$ cat src/sv/gle_pkg.sv
`timescale 1ns / 1ps
// ----------------------------------------------------------------------------
// gle_pkg - shared types and constants of the GIF LZW encoder
// Code token and table access formats used between the encoder's modules.
// ----------------------------------------------------------------------------
package gle_pkg;

	localparam int MAX_CODE_BITS_DEF = 12;
	localparam int SYMBOL_BITS_DEF   = 8;

	localparam int CODE_W      = 12;
	localparam int SYM_W       = 8;
	localparam int ADDR_W_MAX  = CODE_W + SYM_W;
	localparam int EPOCH_BITS  = 10;
	localparam int DATA_W_MAX  = EPOCH_BITS + CODE_W;
	localparam int CW_W        = 4;
	localparam int BYTE_BITS   = 8;
	localparam int QUEUE_DEPTH = 8;
	localparam int PUSH_MAX    = 4;
	localparam int PUSH_CNT_W  = $clog2(PUSH_MAX + 1);

	typedef struct packed {
		logic [CODE_W-1:0] code;
		logic [CW_W-1:0]   width;
		logic              fin;
	} tok_t;

	typedef struct packed {
		logic [PUSH_CNT_W-1:0]   cnt;
		tok_t [PUSH_MAX-1:0]     tok;
	} tok_push_t;

	typedef struct packed {
		logic                  rd_en;
		logic [ADDR_W_MAX-1:0] rd_addr;
		logic                  wr_en;
		logic [ADDR_W_MAX-1:0] wr_addr;
		logic [DATA_W_MAX-1:0] wr_data;
	} tbl_req_t;

endpackage

$ cat src/sv/gle_packer.sv
`timescale 1ns / 1ps
// ----------------------------------------------------------------------------
// gle_packer - code token queue and LSB-first bit packer
// Queues code tokens, packs them into bytes, pads and marks the frame's last.
// ----------------------------------------------------------------------------
module gle_packer
	import gle_pkg::*;
#(
	parameter int MAX_CODE_BITS = MAX_CODE_BITS_DEF
) (
	input  logic      clk,
	input  logic      arst_n,
	input  tok_push_t push,
	output logic      room,
	output logic      m_tvalid,
	input  logic      m_tready,
	output logic [7:0] m_tdata,   // out_byte[7:0]
	output logic      m_tlast
);

	localparam int ACC_W  = MAX_CODE_BITS + BYTE_BITS;
	localparam int FILL_W = $clog2(ACC_W + 1);
	localparam int QP_W   = $clog2(QUEUE_DEPTH);
	localparam int QC_W   = $clog2(QUEUE_DEPTH + 1);

	localparam logic [FILL_W-1:0] FILL_BYTE = FILL_W'(BYTE_BITS);
	localparam logic [QC_W-1:0]   ROOM_MAX  = QC_W'(QUEUE_DEPTH - PUSH_MAX);

	tok_t              q_mem [QUEUE_DEPTH];
	logic [QP_W-1:0]   wp_q;
	logic [QP_W-1:0]   rp_q;
	logic [QC_W-1:0]   cnt_q;

	logic [ACC_W-1:0]  acc_q;
	logic [FILL_W-1:0] fill_q;
	logic              fin_q;

	logic              out_free;
	logic              have;
	logic              emit;
	logic [ACC_W-1:0]  acc_e;
	logic [FILL_W-1:0] fill_e;
	logic              fin_e;
	logic              have_e;
	logic              pop;
	tok_t              head;
	logic [ACC_W-1:0]  mask;
	logic [ACC_W-1:0]  acc_p;
	logic [FILL_W-1:0] fill_p;

	assign room     = cnt_q <= ROOM_MAX;
	assign out_free = !m_tvalid || m_tready;
	assign have     = (fill_q >= FILL_BYTE) || (fin_q && (fill_q != '0));
	assign emit     = out_free && have;

	assign acc_e  = emit ? (acc_q >> BYTE_BITS) : acc_q;
	assign fill_e = emit ? ((fill_q >= FILL_BYTE) ? fill_q - FILL_BYTE : '0) : fill_q;
	assign fin_e  = emit ? (fin_q && (fill_q > FILL_BYTE)) : fin_q;
	assign have_e = (fill_e >= FILL_BYTE) || (fin_e && (fill_e != '0));
	assign pop    = !have_e && (cnt_q != '0);

	assign head   = q_mem[rp_q];
	assign mask   = (ACC_W'(1) << head.width) - 1'b1;
	assign acc_p  = acc_e | ((ACC_W'(head.code) & mask) << fill_e);
	assign fill_p = fill_e + FILL_W'(head.width);

	always_ff @(posedge clk) begin
		for (int i = 0; i < PUSH_MAX; i++) begin
			if (PUSH_CNT_W'(i) < push.cnt) begin
				q_mem[wp_q + QP_W'(i)] <= push.tok[i];
			end
		end
	end

	always_ff @(posedge clk) begin
		if (emit) begin
			m_tdata <= acc_q[7:0];
			m_tlast <= fin_q && (fill_q <= FILL_BYTE);
		end
	end

	always_ff @(posedge clk or negedge arst_n) begin
		if (!arst_n) begin
			wp_q     <= '0;
			rp_q     <= '0;
			cnt_q    <= '0;
			acc_q    <= '0;
			fill_q   <= '0;
			fin_q    <= 1'b0;
			m_tvalid <= 1'b0;
		end else begin
			wp_q  <= wp_q + QP_W'(push.cnt);
			rp_q  <= rp_q + QP_W'(pop);
			cnt_q <= cnt_q + QC_W'(push.cnt) - QC_W'(pop);
			if (pop) begin
				acc_q  <= acc_p;
				fill_q <= fill_p;
				fin_q  <= head.fin;
			end else begin
				acc_q  <= acc_e;
				fill_q <= fill_e;
				fin_q  <= fin_e;
			end
			if (emit) begin
				m_tvalid <= 1'b1;
			end else if (m_tready) begin
				m_tvalid <= 1'b0;
			end
		end
	end

endmodule

$ cat config.mk
export PLATFORM = sky130hd
export DESIGN_NAME = gle_packer
export DESIGN_NICKNAME = d
export VERILOG_FILES = /design/src/sv/gle_pkg.sv /design/src/sv/gle_packer.sv
export SDC_FILE = /design/constraint.sdc
export NUM_CORES = 1
export LEC_CHECK = 0
export BUFFER_PORTS_ARGS = -buffer_cell sky130_fd_sc_hd__clkbuf_2
export CAP_MARGIN = 10
export CORE_MARGIN = 5
export CORE_UTILIZATION = 55
export CTS_CLUSTER_SIZE = 30
export DETAILED_ROUTE_END_ITERATION = 10
export PLACE_DENSITY = 0.74
export SLEW_MARGIN = 0
export SYNTH_ARGS = -nofsm -noshare
export SYNTH_HDL_FRONTEND = slang
export SYNTH_SLANG_ARGS = --single-unit
$ cat constraint.sdc
create_clock -name clk -period 7.3 [get_ports clk]
set_input_delay 0.73 -clock clk [delete_from_list [all_inputs] [get_ports clk]]
set_output_delay 0.73 -clock clk [all_outputs]
set_load 0.1 [all_outputs]
==> run_results.csv <==
group,metric,value,unit
clock_tree,htreeDepth,4,
sta,fin_crit_sh,0.617,
clock_tree,cts.path.max_buffers,2,
layout,fin_util,0.606,
layout,area_growth,8.02,%
clock_tree,cts_tree,"built",
logic_synthesis,syn-cell-area,12300,sq um
floorplan,ios,85,
route,routed_wl,39700,um
layout,drive_gt1_frac,0.154,
floorplan,row_count,54,
sta,fin_worst_skew,0.0148,ns
setup_path,required,7.60,ns
logic_synthesis,yosysTopAreaCell,"edfxtp_1",
setup_path,worstSetupPathType,"flip-flop to flip-flop",
logic_synthesis,ys_types,68,
sta,hold-worst-slack,0.443,ns
setup_path,cp-end-kind,"flip-flop",
job,cap_violations,0,
sta,max_freq,222,MHz
grt,grt_pass1_vias,10897,
clock_tree,clock_sinks,182,
worst_hold_path,min_path_type,"input pin to asynchronous set/reset pin",
setup_path,crit_fanout,20,
grt,grt_max_degree,38,
route,drtIter0Drc,1468,
logic_synthesis,synth-edff-count,145,
outcome,status,"finished clean",
sta,fin_tns_setup,0,ns
logic_synthesis,synth_top_area_share,0.355,
logic_synthesis,avgSynthCellArea,9.18,sq um
clock_tree,clk_latency,0.45,ns
grt,grt_use_total,0.307,
floorplan,die_x,159,um
setup_path,crit_start,"rp_q[0]",
floorplan,dieArea,25400,sq um
sta,slew_headroom,0.161,
sta,hold_viol,0,
logic_synthesis,synth-main-ff-cell,"edfxtp_1",
clock_tree,path_clk_slew,0.08,ns
layout,diodes,0,
route,route.detailed.drc,0,
logic_synthesis,synth.most_common_cell,"nand2_1",
clock_tree,ctsHoldBuffers,0,
logic_synthesis,ys_ff_latch,182,
floorplan,die_h,159,um
route,via_per_inst,6.93,
sta,worst_slew_pin_slew,1.25,ns
setup_path,r2r-start,"rp_q[0]",
grt,grt_antenna_before_repair,0,
floorplan,coreArea,21900,sq um
route,first_pass_iters,7,
clock_tree,cts_buffers,17,
setup_path,r2r-end,"acc_q[9]",
placement,hpwl,25400,um
setup_path,rrSetupSlack,2.79,ns
floorplan,start_util,0.561,
route,vias,11107,
sta,maxSlewViolCount,0,
clock_tree,root_buffer,"clkbuf_16",
setup_path,cp-start-kind,"flip-flop",
logic_synthesis,syn-num-nets,1429,
logic_synthesis,synth_commonest_cells,"nand2_1, edfxtp_1, clkbuf_1, o21ai_0, o22ai_1",
logic_synthesis,synthArstFlopShare,0.203,
clock_tree,ctsResizeCount,0,
logic_synthesis,yosysSeqAreaShare,0.430,
grt,grt_pass1_wl,61300,um
sta,rsz0062_at_grt,"no",
logic_synthesis,synth.area.top_cells,"edfxtp_1, nand2_1, dfrtp_1",
setup_path,crit_arrival,4.80,ns
logic_synthesis,netlist_instances,1337,
sta,setup_violations,0,
sta,period_needed,4.51,ns
grt,globalRouteOverflowTotal,0,
layout,nNetsFinal,1401,
setup_path,r2r_cells,13,
clock_tree,post_cts_buffers,0,
route,antenna_left,0,
route,wl_per_cell,24.8,um
placement,globalplace.congestion,0.931,
logic_synthesis,synth_warnings,0,
placement,numPortBuffers,84,
logic make-up (layout without fill, tap and decap cells):
logic type,count (synthesis),after routing,share of synthesized area
adders and majority gates,18,18,0.0202
and+or+nand+nor,442,442,0.148
muxes,116,116,0.138
AOI/OAI and AO/OA,379,379,0.192
DFF,182,182,0.430
xor gates and xnor gates,14,14,0.00999
buffers and inverters,186,171,0.0618
critical path, stage by stage (launching register included):
cell       delay [ns]
dfrtp_2          0.74
buf_4            0.47
mux4_1           0.65
mux2i_4          0.25
inv_2            0.19
nor3_1           0.39
nand2_1          0.10
ha_1             0.38
inv_1            0.24
nor2_1           0.09
o2111ai_1        0.31
nand3_1          0.17
o2111ai_1        0.24
o311ai_2         0.13
placed cells by master, fill, tap and decap left out, types with 6 or more instances in the layout:
| cell | synthesis | layout |
|---|---|---|
| clkbuf_2 | 0 | 84 |
| ha_1 | 15 | 15 |
| nand2_1 | 314 | 314 |
| dfrtp_1 | 37 | 36 |
| buf_4 | 1 | 26 |
| a31oi_1 | 86 | 86 |
| mux4_2 | 21 | 21 |
| clkbuf_16 | 0 | 17 |
| or3_1 | 6 | 6 |
| nor2_1 | 57 | 55 |
| o21ai_0 | 105 | 103 |
| o21ai_1 | 5 | 6 |
| mux4_1 | 13 | 13 |
| nand3_1 | 19 | 19 |
| and2_1 | 7 | 7 |
| mux2i_1 | 73 | 73 |
| nor3_1 | 13 | 8 |
| edfxtp_1 | 145 | 145 |
| o221ai_1 | 11 | 11 |
| o22ai_1 | 87 | 87 |
| o211ai_1 | 10 | 10 |
| a21oi_1 | 42 | 42 |
| inv_1 | 25 | 25 |
| xnor2_1 | 10 | 10 |
how the worst max path moves through the flow:
| stage | to | cells past startpoint |
|---|---|---|
| floorplan | q_mem[2][0] | 5 |
| global placement | acc_q[9] | 13 |
| detailed placement | acc_q[9] | 13 |
| CTS | acc_q[9] | 13 |
| global route | acc_q[10] | 13 |
| finish | acc_q[9] | 13 |
area by class of cell:
cell class | instances | area (sq um)
Multi-Input combinational cell | 969 | 6300
Fill cell | 1858 | 8630
Sequential cell | 182 | 5280
Tap cell | 280 | 350
Clock buffer | 17 | 425
Inverter | 29 | 109
Clock inverter | 15 | 179
Timing Repair Buffer | 110 | 616
per-stage QoR:
step                      cells  setup WS, ns  area, sq um
final                      1602          2.79        13300
after global routing       1602          2.39        13300
after CTS                  1602          2.82        13300
after detailed placement   1570          2.84        12700
after global placement     1570          2.96        12700
after floorplan            1337          3.48        12300
sequential cells by signal, summed over array words and instances, names as in the netlist, 3 cells and up:
name,count
wp_q,3
rp_q,3
fill_q,5
acc_q,20
cnt_q,4
m_tdata,8
q_mem,136
per-layer routing:
layer	track usage	routed length [um]	share of wire	vias to the layer above
li1	-	-	-	4862
met1	0.384	14000	0.35	5191
met2	0.487	18600	0.47	866
met3	0.0784	5010	0.13	188
met4	0.171	2100	0.053	0
met5	0	0	0	-
Power is not shown: default switching activity piles up to over one toggle a cycle in this logic, so the estimate is an artifact.
