**src/sv/gle_pkg.sv**
```systemverilog
`timescale 1ns / 1ps
// ----------------------------------------------------------------------------
// gle_pkg - shared types and constants of the GIF LZW encoder
// Code token and table access formats used between the encoder's modules.
// ----------------------------------------------------------------------------
package gle_pkg;

	localparam int MAX_CODE_BITS_DEF = 12;
	localparam int SYMBOL_BITS_DEF   = 8;

	localparam int CODE_W      = 12;
	localparam int SYM_W       = 8;
	localparam int ADDR_W_MAX  = CODE_W + SYM_W;
	localparam int EPOCH_BITS  = 10;
	localparam int DATA_W_MAX  = EPOCH_BITS + CODE_W;
	localparam int CW_W        = 4;
	localparam int BYTE_BITS   = 8;
	localparam int QUEUE_DEPTH = 8;
	localparam int PUSH_MAX    = 4;
	localparam int PUSH_CNT_W  = $clog2(PUSH_MAX + 1);

	typedef struct packed {
		logic [CODE_W-1:0] code;
		logic [CW_W-1:0]   width;
		logic              fin;
	} tok_t;

	typedef struct packed {
		logic [PUSH_CNT_W-1:0]   cnt;
		tok_t [PUSH_MAX-1:0]     tok;
	} tok_push_t;

	typedef struct packed {
		logic                  rd_en;
		logic [ADDR_W_MAX-1:0] rd_addr;
		logic                  wr_en;
		logic [ADDR_W_MAX-1:0] wr_addr;
		logic [DATA_W_MAX-1:0] wr_data;
	} tbl_req_t;

endpackage

```
**src/sv/gle_core.sv**
```systemverilog
`timescale 1ns / 1ps
// ----------------------------------------------------------------------------
// gle_core - LZW dictionary control
// Looks up (prefix, pixel) in the string table, decides hit or miss, writes
// new entries back, tracks code width and table epoch, and issues code tokens.
// ----------------------------------------------------------------------------
module gle_core
	import gle_pkg::*;
#(
	parameter int MAX_CODE_BITS = MAX_CODE_BITS_DEF,
	parameter int SYMBOL_BITS   = SYMBOL_BITS_DEF
) (
	input  logic                         clk,
	input  logic                         arst_n,
	input  logic                         s_tvalid,
	output logic                         s_tready,
	input  logic [7:0]                   s_tdata,
	input  logic [1:0]                   s_tuser,
	output tbl_req_t                     tbl_req,
	input  logic [EPOCH_BITS+MAX_CODE_BITS-1:0] tbl_rd_data,
	output tok_push_t                    push,
	input  logic                         room
);

	localparam int ADDR_W = MAX_CODE_BITS + SYMBOL_BITS;
	localparam int DATA_W = EPOCH_BITS + MAX_CODE_BITS;
	localparam int NF_W   = MAX_CODE_BITS + 1;

	localparam logic [1:0] REQ_PIXEL = 2'd0;
	localparam logic [1:0] REQ_LAST  = 2'd1;
	localparam logic [1:0] REQ_EMPTY = 2'd2;

	localparam logic [CODE_W-1:0] CLEAR_CODE = CODE_W'(1 << SYMBOL_BITS);
	localparam logic [CODE_W-1:0] END_CODE   = CODE_W'((1 << SYMBOL_BITS) + 1);
	localparam logic [CODE_W-1:0] HDR_CODE   = CODE_W'(SYMBOL_BITS);
	localparam logic [NF_W-1:0]   FIRST_FREE = NF_W'((1 << SYMBOL_BITS) + 2);
	localparam logic [NF_W-1:0]   CODE_LIMIT = NF_W'(1 << MAX_CODE_BITS);
	localparam logic [CW_W-1:0]   START_W    = CW_W'(SYMBOL_BITS + 1);
	localparam logic [CW_W-1:0]   MAX_W      = CW_W'(MAX_CODE_BITS);
	localparam logic [CW_W-1:0]   HDR_W      = CW_W'(BYTE_BITS);
	localparam logic [EPOCH_BITS-1:0] EPOCH_FIRST = EPOCH_BITS'(1);

	typedef enum logic [2:0] {
		ST_SWEEP  = 3'b001,
		ST_ACCEPT = 3'b010,
		ST_DECIDE = 3'b100
	} state_t;

	state_t                   state_q;
	logic [ADDR_W-1:0]        sweep_q;
	logic [MAX_CODE_BITS-1:0] prefix_q;
	logic [NF_W-1:0]          nf_q;
	logic [CW_W-1:0]          cw_q;
	logic                     in_frame_q;
	logic [EPOCH_BITS-1:0]    epoch_q;

	logic [1:0]               req_s1;
	logic [SYMBOL_BITS-1:0]   sym_s1;
	logic [ADDR_W-1:0]        idx_s1;

	logic                     accept;
	logic                     hit;
	logic [MAX_CODE_BITS-1:0] rcode;
	logic [MAX_CODE_BITS-1:0] sym_ext;
	logic [NF_W-1:0]          lim_v;

	logic [CW_W-1:0]          w_v;
	logic [NF_W-1:0]          nf_v;
	logic [MAX_CODE_BITS-1:0] pf_v;
	logic                     inf_v;
	logic                     clr_v;
	logic                     wr_v;
	logic [PUSH_CNT_W-1:0]    n_v;
	tok_t [PUSH_MAX-1:0]      tok_v;
	logic                     wrap;

	function automatic tok_t mk_tok(logic [CODE_W-1:0] c, logic [CW_W-1:0] w, logic f);
		tok_t t;
		t.code  = c;
		t.width = w;
		t.fin   = f;
		return t;
	endfunction

	assign s_tready = (state_q == ST_ACCEPT) && room;
	assign accept   = s_tvalid && s_tready;

	assign hit     = tbl_rd_data[DATA_W-1 -: EPOCH_BITS] == epoch_q;
	assign rcode   = tbl_rd_data[MAX_CODE_BITS-1:0];
	assign sym_ext = MAX_CODE_BITS'(sym_s1);

	always_comb begin
		w_v   = cw_q;
		nf_v  = nf_q;
		pf_v  = prefix_q;
		inf_v = in_frame_q;
		clr_v = 1'b0;
		wr_v  = 1'b0;
		n_v   = '0;
		tok_v = '0;
		lim_v = '0;
		case (req_s1)
			REQ_PIXEL, REQ_LAST: begin
				if (!inf_v) begin
					tok_v[n_v[1:0]] = mk_tok(HDR_CODE, HDR_W, 1'b0);
					n_v = n_v + 1'b1;
					clr_v = 1'b1;
					nf_v  = FIRST_FREE;
					w_v   = START_W;
					tok_v[n_v[1:0]] = mk_tok(CLEAR_CODE, w_v, 1'b0);
					n_v = n_v + 1'b1;
					pf_v  = sym_ext;
					inf_v = 1'b1;
				end else if (hit) begin
					pf_v = rcode;
				end else begin
					tok_v[n_v[1:0]] = mk_tok(CODE_W'(pf_v), w_v, 1'b0);
					n_v = n_v + 1'b1;
					wr_v = nf_v < CODE_LIMIT;
					nf_v = nf_v + 1'b1;
					lim_v = NF_W'(1) << w_v;
					if (nf_v > lim_v) begin
						if (w_v < MAX_W) begin
							w_v = w_v + 1'b1;
						end else begin
							tok_v[n_v[1:0]] = mk_tok(CLEAR_CODE, w_v, 1'b0);
							n_v = n_v + 1'b1;
							clr_v = 1'b1;
							nf_v  = FIRST_FREE;
							w_v   = START_W;
						end
					end
					pf_v = sym_ext;
				end
				if (req_s1 == REQ_LAST) begin
					tok_v[n_v[1:0]] = mk_tok(CODE_W'(pf_v), w_v, 1'b0);
					n_v = n_v + 1'b1;
					tok_v[n_v[1:0]] = mk_tok(END_CODE, w_v, 1'b1);
					n_v = n_v + 1'b1;
					inf_v = 1'b0;
				end
			end
			REQ_EMPTY: begin
				if (!inf_v) begin
					tok_v[n_v[1:0]] = mk_tok(HDR_CODE, HDR_W, 1'b0);
					n_v = n_v + 1'b1;
					clr_v = 1'b1;
					nf_v  = FIRST_FREE;
					w_v   = START_W;
					tok_v[n_v[1:0]] = mk_tok(CLEAR_CODE, w_v, 1'b0);
					n_v = n_v + 1'b1;
				end else begin
					tok_v[n_v[1:0]] = mk_tok(CODE_W'(pf_v), w_v, 1'b0);
					n_v = n_v + 1'b1;
				end
				tok_v[n_v[1:0]] = mk_tok(END_CODE, w_v, 1'b1);
				n_v = n_v + 1'b1;
				inf_v = 1'b0;
			end
			default: begin
			end
		endcase
	end

	assign wrap = clr_v && (epoch_q == '1);

	always_comb begin
		tbl_req = '0;
		case (state_q)
			ST_SWEEP: begin
				tbl_req.wr_en   = 1'b1;
				tbl_req.wr_addr = ADDR_W_MAX'(sweep_q);
			end
			ST_ACCEPT: begin
				tbl_req.rd_en   = accept;
				tbl_req.rd_addr = ADDR_W_MAX'({prefix_q, s_tdata[SYMBOL_BITS-1:0]});
			end
			ST_DECIDE: begin
				tbl_req.wr_en   = wr_v;
				tbl_req.wr_addr = ADDR_W_MAX'(idx_s1);
				tbl_req.wr_data = DATA_W_MAX'({epoch_q, nf_q[MAX_CODE_BITS-1:0]});
			end
			default: begin
			end
		endcase
	end

	assign push.cnt = (state_q == ST_DECIDE) ? n_v : '0;
	assign push.tok = tok_v;

	always_ff @(posedge clk) begin
		if (accept) begin
			req_s1 <= s_tuser;
			sym_s1 <= s_tdata[SYMBOL_BITS-1:0];
			idx_s1 <= {prefix_q, s_tdata[SYMBOL_BITS-1:0]};
		end
	end

	always_ff @(posedge clk or negedge arst_n) begin
		if (!arst_n) begin
			state_q    <= ST_SWEEP;
			sweep_q    <= '0;
			prefix_q   <= '0;
			nf_q       <= FIRST_FREE;
			cw_q       <= START_W;
			in_frame_q <= 1'b0;
			epoch_q    <= EPOCH_FIRST;
		end else begin
			case (state_q)
				ST_SWEEP: begin
					sweep_q <= sweep_q + 1'b1;
					if (sweep_q == '1) begin
						state_q <= ST_ACCEPT;
					end
				end
				ST_ACCEPT: begin
					if (accept) begin
						state_q <= ST_DECIDE;
					end
				end
				ST_DECIDE: begin
					prefix_q   <= pf_v;
					nf_q       <= nf_v;
					cw_q       <= w_v;
					in_frame_q <= inf_v;
					if (clr_v) begin
						epoch_q <= wrap ? EPOCH_FIRST : epoch_q + 1'b1;
					end
					state_q <= wrap ? ST_SWEEP : ST_ACCEPT;
				end
				default: begin
					state_q <= ST_SWEEP;
				end
			endcase
		end
	end

endmodule

```
**config.mk**
```make
export PLATFORM = sky130hd
export DESIGN_NAME = gle_core
export DESIGN_NICKNAME = d
export VERILOG_FILES = /design/src/sv/gle_pkg.sv /design/src/sv/gle_core.sv
export SDC_FILE = /design/constraint.sdc
export NUM_CORES = 1
export LEC_CHECK = 0
export BUFFER_PORTS_ARGS = -buffer_cell sky130_fd_sc_hd__buf_2
export CELL_PAD_IN_SITES_DETAIL_PLACEMENT = 0
export CELL_PAD_IN_SITES_GLOBAL_PLACEMENT = 1
export CORE_MARGIN = 3
export CORE_UTILIZATION = 39
export DETAILED_ROUTE_END_ITERATION = 7
export HOLD_SLACK_MARGIN = 0.1
export MAX_ROUTING_LAYER = met4
export PLACE_DENSITY = 0.78
export SETUP_SLACK_MARGIN = 0.02
export SKIP_LAST_GASP = 1
export SYNTH_ARGS = -nofsm -noshare
export SYNTH_HDL_FRONTEND = slang
export SYNTH_SLANG_ARGS = --single-unit
export TNS_END_PERCENT = 1
```
**constraint.sdc**
```tcl
create_clock -name clk -period 3.8 [get_ports clk]
set_input_delay 0.19 -clock clk [delete_from_list [all_inputs] [get_ports clk]]
set_output_delay 0.19 -clock clk [all_outputs]
set_load 0.01 [all_outputs]
```
==> results of run 1 <==
layer usage:
layer	track usage	vias up	wire [um]
met2	0.338	221	8630
met5	-	-	0
met3	0.0305	30	1150
li1	-	2585	-
met4	0.0724	0	415
met1	0.309	2698	8190
placed cells by master, fill, tap and decap left out, types with 4 or more instances in the layout:
cell type / synthesis / final
nor2_2: 1 / 4
o21a_1: 5 / 5
buf_4: 22 / 29
nand3_1: 23 / 22
or3_1: 6 / 4
dfstp_2: 6 / 6
and2_1: 55 / 55
edfxtp_1: 22 / 22
ha_1: 26 / 24
nand2_1: 75 / 75
and3_1: 20 / 20
nor2_1: 46 / 42
dfrtp_1: 57 / 56
a41o_1: 6 / 6
a21o_1: 5 / 5
dlygate4sd3_1: 0 / 15
a22o_1: 31 / 31
conb_1: 1 / 19
o21ai_1: 3 / 5
o21ai_0: 27 / 24
nand2b_1: 7 / 6
buf_2: 3 / 152
xor2_1: 18 / 18
xnor2_1: 22 / 21
a21oi_1: 20 / 18
nand4_1: 13 / 13
nor3_1: 11 / 10
clkbuf_16: 0 / 9
inv_1: 15 / 15
mux2i_1: 11 / 10
where the power goes:
group          total, uW  internal [uW]  switching (uW)
Combinational       65.7           27.1            38.6
Sequential           935            935          0.0296
Clock                878            461             417
Total               1880           1420             456
state kept, by name, indices dropped and copies added (netlist names), 3 cells and up:
| signal | cells |
|---|---|
| cw_q | 4 |
| epoch_q | 10 |
| idx_s1 | 13 |
| nf_q | 13 |
| prefix_q | 12 |
| state_q | 3 |
| sweep_q | 20 |
| sym_s1 | 7 |
cells by family after synthesis:
kind of cell	synth area share
AND/OR/NAND/NOR	0.250
XOR/XNOR	0.0607
buffers and inverters	0.0605
multiplexers	0.0210
adder cells (fa/ha/maj)	0.0564
other	0.000650
flip-flops	0.389
AO/OA/AOI/OAI	0.162
timing repair:
action,4_1_cts,5_1_grt
cloned,0,1
hold buffers,15,0
gates resized for setup,18,13
setup endpoints to repair,35,35
pin swaps,8,3
setup buffers,6,4
endpoints found under the hold margin,41,0
critical path: cells and delay by family, from the launching register on:
kind	cells	cell delay, ns
XOR/XNOR	1	0.17
multiplexers	1	0.18
AO/OA/AOI/OAI	2	0.33
flip-flops	1	0.56
buffers and inverters	1	0.18
adder cells (fa/ha/maj)	2	0.44
AND/OR/NAND/NOR	7	1.41
how the worst max path moves through the flow:
stage | to | start | cells past startpoint | slack [ns]
6_report | push[20] | nf_q[1] | 14 | -0.02
5_1_grt | push[20] | nf_q[1] | 14 | -0.17
4_1_cts | push[20] | nf_q[1] | 14 | -0.02
3_5_place_dp | push[45] | nf_q[1] | 14 | -0.06
3_3_place_gp | push[30] | nf_q[1] | 14 | -0.03
2_1_floorplan | push[20] | nf_q[1] | 14 | 0.40
layout make-up:
class                   count  area, um2  share of cell area
repair buffers            198       1160               0.157
inverters                  16       60.1             0.00812
well taps                 180        225              0.0305
clock inverters             7       67.6             0.00914
multi-input cells         504       3410               0.461
clock buffers               9        225              0.0305
flip-flops and latches     85       2250               0.304
through the flow:
stage	hold slack, ns	worst slack [ns]	instances	total power (uW)
4_1_cts	0.122	-0.0213	994	1890
5_1_grt	0.151	-0.168	999	1930
3_5_place_dp	0.294	-0.0610	957	1010
6_report	0.127	-0.0175	999	1880
2_1_floorplan	-0.106	0.399	652	983
3_3_place_gp	0.283	-0.0279	957	1010
==> results.py, run 1 <==
metrics = {
    "status": {
        "status": "finished, violations left",
        "violations": "setup timing",
    },
    "yosys": {
        "synth_flop_cell": "dfrtp_1",
        "yosysMostFrequentCell": "nand2_1",
        "ys_seq_area_frac": 0.389,
        "yosysUniqueCellTypes": 67,
        "synthTopCellsByCount": "nand2_1 (75), dfrtp_1 (57), and2_1 (55)",
        "synth_area_leaders": "dfrtp_1 (25%), edfxtp_1 (11%), and2_1 (6.0%), ha_1 (5.6%), nand2_1 (4.9%)",
        "async_flop_share": 0.741,
        "synthesis.area_um2": 5770,
        "synth_warnings": 0,
        "yosys_register_bits": 85,
        "synth_top_area_cell": "dfrtp_1",
        "post_synth.cell_area_avg_um2": 9.10,
        "synth-edff-count": 22,
        "synth_top_cell_area_share": 0.247,
        "syn_inst": 634,
    },
    "global_route": {
        "antenna_found_initial": 0,
        "grt_usage": 0.223,
        "grt_max_degree": 35,
        "overflow": 0,
        "grt_pass1_vias": 5253,
        "grt_pass1_wl_mm": 28.0,
    },
    "worst_setup_path": {
        "r2r_cells": 14,
        "worst_ep_required_time_ns": 3.61,
        "cp_slowest_cell": "dfstp_2",
        "worstPathArrival_ns": 3.63,
        "path_class": "flip-flop to output pin",
        "start_kind": "flip-flop",
        "r2r_start": "nf_q[1]",
        "cp_cell_sequence": "ha_4 > nand3_4 > nor2_4 > nand2_1 > or3_4 > xnor2_2 > ha_4 > nand4_1 > nor2_2 > a221oi_4 > or3_4 > mux2i_2 > o311ai_2 > buf_2",
        "r2r_end": "cw_q[1]",
        "critPathMaxStageDelay_ns": 0.56,
        "endpoint_kind": "output pin",
        "rrSetupSlack_ns": 0.39,
        "cp_max_fo": 5,
    },
    "cts": {
        "cts_buffers": 9,
        "cts_buffer_depth": 2,
        "path_clk_slew_ns": 0.07,
        "cts_tree": "yes",
        "clk_latency_ns": 0.35,
        "clkSinkCount": 85,
        "h-tree-depth": 3,
        "root_buffer": "clkbuf_16",
    },
    "finish": {
        "fillCellCount": 1359,
        "drive_gt1_frac": 0.297,
        "syn_to_final_growth_pct": 28.2,
        "final_area_um2": 7400,
        "antenna_cells": 0,
        "nets": 876,
        "fin_util": 0.523,
    },
    "sta": {
        "rsz0062_at_grt": "yes",
        "fin_skew_ns": 0.0112,
        "relSlewSlack": 0.266,
        "worst_pin_slew_ns": 1.10,
        "final_hold_viol_count": 0,
        "final.setup.tns_ns": -0.0282,
        "fin_crit_ns": 3.82,
        "final_max_slew_viol_count": 0,
        "finalSetupViolCount": 2,
        "finalCritPeriodShare": 1.00,
        "fmax_ghz": 0.262,
        "fin_ws_ns": -0.0175,
    },
    "route": {
        "vias_per_cell": 5.54,
        "drc_errors": 0,
        "drtIter0Drc": 616,
        "avgRoutedWirePerCell_um": 18.4,
        "routed_wl_mm": 18.4,
        "drt_first_pass_iters": 5,
        "ant_nets": 0,
        "dr_total_vias": 5534,
    },
    "place": {
        "dpl.hpwl_mm": 13.7,
        "gp_congestion": 0.970,
        "placed_area_um2": 6710,
        "port_buffers": 152,
    },
    "worst_hold_path": {
        "hold_depth": 2,
        "holdPathEnd": "state_q[2]",
        "hold_path_class": "primary input to flip-flop",
        "hp-start": "s_tvalid",
    },
    "die": {
        "fp.dieArea_um2": 16300,
        "ios": 172,
        "die_w_um": 128,
        "rows": 43,
        "start_util": 0.408,
        "core-area_um2": 14100,
        "die_h_um": 128,
    },
    "power": {
        "vdd.ir_drop.worst_uv": 198,
        "p_per_area_nw_per_um2": 254,
        "p_leak_uw": 0.00366,
    },
    "job": {
        "cap_violations": 0,
    },
}
(Power assumes the default switching activity.)
==> run 2: changes to the inputs <==
Settings changed: PLACE_DENSITY 0.78 to 0.88.
==> results.py, run 2 (synthesis results as in run 1) <==
metrics = {
    "sta": {
        "final_hold_viol_count": 0,
        "worst_pin_slew_ns": 1.17,
        "fin_crit_ns": 3.90,
        "fin_ws_ns": -0.0956,
        "fmax_ghz": 0.257,
        "finalCritPeriodShare": 1.03,
        "finalSetupViolCount": 17,
        "relSlewSlack": 0.222,
        "final_max_slew_viol_count": 0,
        "fin_skew_ns": 0.00934,
        "rsz0062_at_grt": "yes",
    },
    "worst_hold_path": {
        "hp-start": "s_tvalid",
        "hold_depth": 2,
        "hold_path_class": "primary input to flip-flop",
        "holdPathEnd": "state_q[2]",
    },
    "finish": {
        "multiInputGateArea_um2": 3370,
        "top_regs": "sweep_q x20, idx_s1 x13, nf_q x13",
        "fillCellCount": 1329,
        "nets": 877,
        "regArea_um2": 2240,
        "final_common_cell": "buf_2",
        "largest-register": "sweep_q",
        "drive_gt1_frac": 0.294,
        "final_area_um2": 7350,
        "syn_to_final_growth_pct": 27.5,
        "largest_register_ffs": 20,
        "antenna_cells": 0,
        "final_cell_mix": "buf_2 (152), nand2_1 (75), dfrtp_1 (57), and2_1 (55), nor2_1 (43)",
    },
    "global_route": {
        "grt_pass1_wl_mm": 28.0,
        "antenna_found_initial": 0,
        "grt_usage": 0.224,
        "grt_max_degree": 46,
        "grt_pass1_vias": 5039,
        "overflow": 0,
    },
    "route": {
        "ant_nets": 0,
        "dr_total_vias": 5468,
        "avgRoutedWirePerCell_um": 18.0,
        "drtIter0Drc": 523,
        "routed_wl_mm": 18.0,
        "drt_first_pass_iters": 5,
        "drc_errors": 0,
        "vias_per_cell": 5.47,
    },
    "cts": {
        "cts_tree": "yes",
        "h-tree-depth": 3,
        "cts_buffers": 9,
        "cts_buffer_depth": 2,
        "root_buffer": "clkbuf_16",
        "clk_latency_ns": 0.35,
        "path_clk_slew_ns": 0.07,
        "clkSinkCount": 85,
    },
    "worst_setup_path": {
        "worstPathArrival_ns": 3.71,
        "r2r_cells": 15,
        "r2r_end": "cw_q[1]",
        "worst_ep_required_time_ns": 3.61,
        "cp_max_fo": 4,
        "path_class": "flip-flop to output pin",
        "endpoint_kind": "output pin",
        "r2r_start": "nf_q[1]",
        "rrSetupSlack_ns": 0.21,
        "start_kind": "flip-flop",
    },
    "place": {
        "gp_congestion": 0.928,
        "port_buffers": 152,
        "dpl.hpwl_mm": 13.2,
        "placed_area_um2": 6710,
        "place_ws_ns": 0.00569,
    },
    "die": {
        "rows": 43,
        "fp.dieArea_um2": 16300,
        "ios": 172,
        "core-area_um2": 14100,
        "die_h_um": 128,
        "die_w_um": 128,
        "start_util": 0.408,
    },
    "job": {
        "cap_violations": 0,
    },
    "power": {
        "vdd.ir_drop.worst_uv": 196,
        "p_leak_uw": 0.00366,
        "p_per_area_nw_per_um2": 258,
    },
    "status": {
        "violations": "setup timing",
        "status": "finished, violations left",
    },
}
## run 2: timing repair
action,in CTS,in global routing
buffers inserted,11,0
endpoints found under the hold margin,54,0
pin swaps,10,2
gates resized for setup,18,6
setup endpoints to repair,34,36
gates cloned,0,0
hold buffers,15,0
## run 2: area by class of cell
class	count	area share
Clock buffer	9	0.0306
Clock inverter	7	0.0100
Inverter	16	0.00817
Multi-Input combinational cell	503	0.458
Sequential cell	85	0.305
Tap cell	180	0.0306
Timing Repair Buffer	200	0.158
## run 2: stage by stage
stage | total power [uW] | util | TNS, ns | instances | hold slack [ns]
4_1_cts | 1910 | 0.517 | -0.119 | 1000 | 0.115
5_1_grt | 1950 | 0.520 | -4.87 | 1000 | 0.141
6_report | 1900 | 0.520 | -0.622 | 1000 | 0.129
3_3_place_gp | 1010 | 0.474 | 0 | 958 | 0.379
2_1_floorplan | 983 | - | 0 | 652 | -0.106
3_5_place_dp | 1010 | 0.474 | 0 | 958 | 0.380
## run 2: how the worst max path moves through the flow
stage | startpoint | endpoint | slack, ns | cells past startpoint
2_1_floorplan | nf_q[1] | push[20] | 0.40 | 14
3_3_place_gp | nf_q[1] | push[20] | 0.07 | 14
3_5_place_dp | nf_q[1] | push[46] | 0.006 | 14
4_1_cts | nf_q[1] | push[20] | -0.04 | 14
5_1_grt | nf_q[1] | push[36] | -0.25 | 16
6_report | nf_q[1] | push[21] | -0.1 | 14
## run 2: per-layer routing
metal,wire [um],up-vias,part of all wire,track usage
met5,0,-,0,-
met4,365,0,0.020,0.0699
met3,1150,29,0.064,0.0263
met2,8460,222,0.47,0.341
met1,8060,2630,0.45,0.315
li1,-,2587,-,-
## run 2: report_power, final
group	switching (uW)	leakage [uW]	internal, uW
logic	37.9	0.00258	27.1
clock network	430	0.000148	467
registers	0.0288	0.000928	935
total	468	0.00366	1430
## run 2: critical path: stages, from the launching register on
cell and delay (ns):
dfstp_2 0.55, ha_4 0.13, nand3_2 0.11, nor2_4 0.12, nand2_1 0.08, or3_4 0.35, xnor2_2 0.18, ha_4 0.29
nand4_1 0.17, nor2_4 0.20, a221o_1 0.27, nand2_1 0.14, o311ai_1 0.35, a32o_1 0.27, buf_2 0.15
==> run 3: changes to the inputs <==
Settings changed: RECOVER_POWER set to 100.
==> results.py, run 3 (synthesis results as in run 1) <==
metrics = {
    "status": {
        "status": "finished, violations left",
        "violations": "capacitance limit, slew limit, setup timing",
    },
    "sta": {
        "finalCritPeriodShare": 1.03,
        "finalSetupViolCount": 18,
        "fmax_ghz": 0.256,
        "fin_ws_ns": -0.103,
        "relSlewSlack": -0.695,
        "final_hold_viol_count": 0,
        "worst_pin_slew_ns": 2.54,
        "fin_crit_ns": 3.90,
        "final_max_slew_viol_count": 46,
        "final.setup.tns_ns": -0.651,
        "fin_skew_ns": 0.00778,
        "rsz0062_at_grt": "yes",
        "whs_ns": 0.124,
    },
    "global_route": {
        "grt_pass1_vias": 5039,
        "grt_pass1_wl_mm": 28.0,
        "grt_usage": 0.224,
        "grt_max_degree": 46,
        "overflow": 0,
        "antenna_found_initial": 0,
    },
    "route": {
        "avgRoutedWirePerCell_um": 18.1,
        "ant_nets": 0,
        "routed_wl_mm": 18.1,
        "vias_per_cell": 5.51,
        "drc_errors": 0,
        "dr_total_vias": 5513,
        "drtIter0Drc": 499,
        "drt_first_pass_iters": 6,
    },
    "place": {
        "dpl.hpwl_mm": 13.2,
        "place_ws_ns": 0.00569,
        "gp_congestion": 0.928,
        "port_buffers": 152,
    },
    "worst_setup_path": {
        "cp_cell_sequence": "ha_4 > nand3_2 > nor2_4 > nand2_1 > or3_4 > xnor2_2 > ha_4 > nand4_1 > nor2_4 > a221o_1 > nand2_1 > o311ai_1 > a32o_1 > buf_2",
        "worst_ep_required_time_ns": 3.61,
        "critPathBufInv": 1,
        "critPathMaxStageDelay_ns": 0.55,
        "cp_slowest_cell": "dfstp_2",
        "path_class": "flip-flop to output pin",
        "critPathTopFamily": "simple AND/OR/NAND/NOR gates",
        "start_kind": "flip-flop",
        "endpoint_kind": "output pin",
        "worstPathArrival_ns": 3.71,
        "cp_max_fo": 4,
        "rrSetupSlack_ns": 0.22,
    },
    "die": {
        "start_util": 0.408,
        "ios": 172,
        "die_w_um": 128,
        "die_h_um": 128,
        "fp.dieArea_um2": 16300,
        "rows": 43,
        "core-area_um2": 14100,
    },
    "finish": {
        "largest_register_ffs": 20,
        "final_common_cell": "buf_2",
        "drive_gt1_frac": 0.209,
        "nets": 877,
        "top_regs": "sweep_q x20, idx_s1 x13, nf_q x13",
        "antenna_cells": 0,
        "fillCellCount": 1363,
        "largest-register": "sweep_q",
        "final_cell_mix": "buf_2 (91), nand2_1 (75), clkbuf_1 (63), dfrtp_1 (57), nor2_1 (44)",
        "syn_to_final_growth_pct": 25.5,
    },
    "cts": {
        "h-tree-depth": 3,
        "cts_buffers": 9,
        "path_clk_slew_ns": 0.07,
        "root_buffer": "clkbuf_16",
        "clk_latency_ns": 0.35,
        "clkSinkCount": 85,
        "cts_tree": "yes",
        "cts_buffer_depth": 2,
    },
    "power": {
        "p_seq_frac": 0.495,
        "p_per_area_nw_per_um2": 261,
        "p_sw_uw": 461,
        "vdd.ir_drop.worst_uv": 197,
        "p_leak_uw": 0.00338,
        "combPwrFrac": 0.033,
        "clkPwrFrac": 0.472,
        "swShare": 0.244,
        "internal-power_uw": 1430,
    },
    "worst_hold_path": {
        "hold_path_class": "primary input to flip-flop",
    },
    "job": {
        "cap_violations": 1,
    },
}
==> run 3: changes by cell type in the layout (fill, tap and decap cells not counted), sizes merged <==
cell / change
buf: -65
clkbuf: +65
==> run 3: layout make-up <==
cell class / count / area [um2] / share of cell area
clock buffers: 9 / 225 / 0.0311
clock inverters: 7 / 73.8 / 0.0102
repair buffers: 200 / 1070 / 0.147
well taps: 180 / 225 / 0.0311
inverters: 16 / 60.1 / 0.00830
multi-input cells: 503 / 3340 / 0.462
flip-flops and latches: 85 / 2240 / 0.310
==> run 3: through the flow <==
| step | cell area [um2] | instances | total power [uW] | utilization |
|---|---|---|---|---|
| after global placement | 6710 | 958 | 1010 | 0.474 |
| after detailed placement | 6710 | 958 | 1010 | 0.474 |
| final | 7240 | 1000 | 1890 | 0.512 |
| after floorplan | 5830 | 652 | 983 | - |
| after CTS | 7320 | 1000 | 1910 | 0.517 |
| after global routing | 7240 | 1000 | 1950 | 0.512 |
==> run 3: timing repair <==
| item | in CTS | in global routing |
|---|---|---|
| pin swaps | 10 | 2 |
| setup endpoints to repair | 34 | 36 |
| setup buffers | 11 | 0 |
| resized for setup | 18 | 6 |
| hold buffers | 15 | 0 |
| hold endpoints to repair | 54 | 0 |
==> run 3: final timing paths <==
kind,from,to,depth (start not counted)
max,nf_q[1],push[21],14
min,s_tvalid,state_q[2],2
max reg2reg,nf_q[1],cw_q[1],15
min reg2reg,sweep_q[19],sweep_q[19],1
max in group asynchronous,arst_n,epoch_q[0],3
min in group asynchronous,arst_n,nf_q[0],2
==> run 3: worst reg2reg max path: cells and delay by family, from the launching register on <==
family          cells  cell delay, ns
fa+ha+maj           2            0.42
flops               1            0.55
compound gates      2            0.18
simple gates        8            1.87
xor+xnor            1            0.18
buf+inv             2            0.29
==> run 3: power groups by stage <==
| stage | registers [uW] | clock network, uW | logic, uW |
|---|---|---|---|
| 2_1_floorplan | 953 | 0 | 29.5 |
| 3_3_place_gp | 953 | 0 | 53.2 |
| 3_5_place_dp | 953 | 0 | 53.7 |
| 4_1_cts | 935 | 909 | 65.5 |
| 5_1_grt | 934 | 944 | 71.1 |
| 6_report | 935 | 890 | 63.1 |
==> run 3: metal layers <==
metal / global-route usage / share of wire / up-vias
met5: - / 0 / -
met1: 0.315 / 0.45 / 2670
li1: - / - / 2595
met2: 0.341 / 0.47 / 224
met4: 0.0699 / 0.020 / 0
met3: 0.0263 / 0.064 / 24
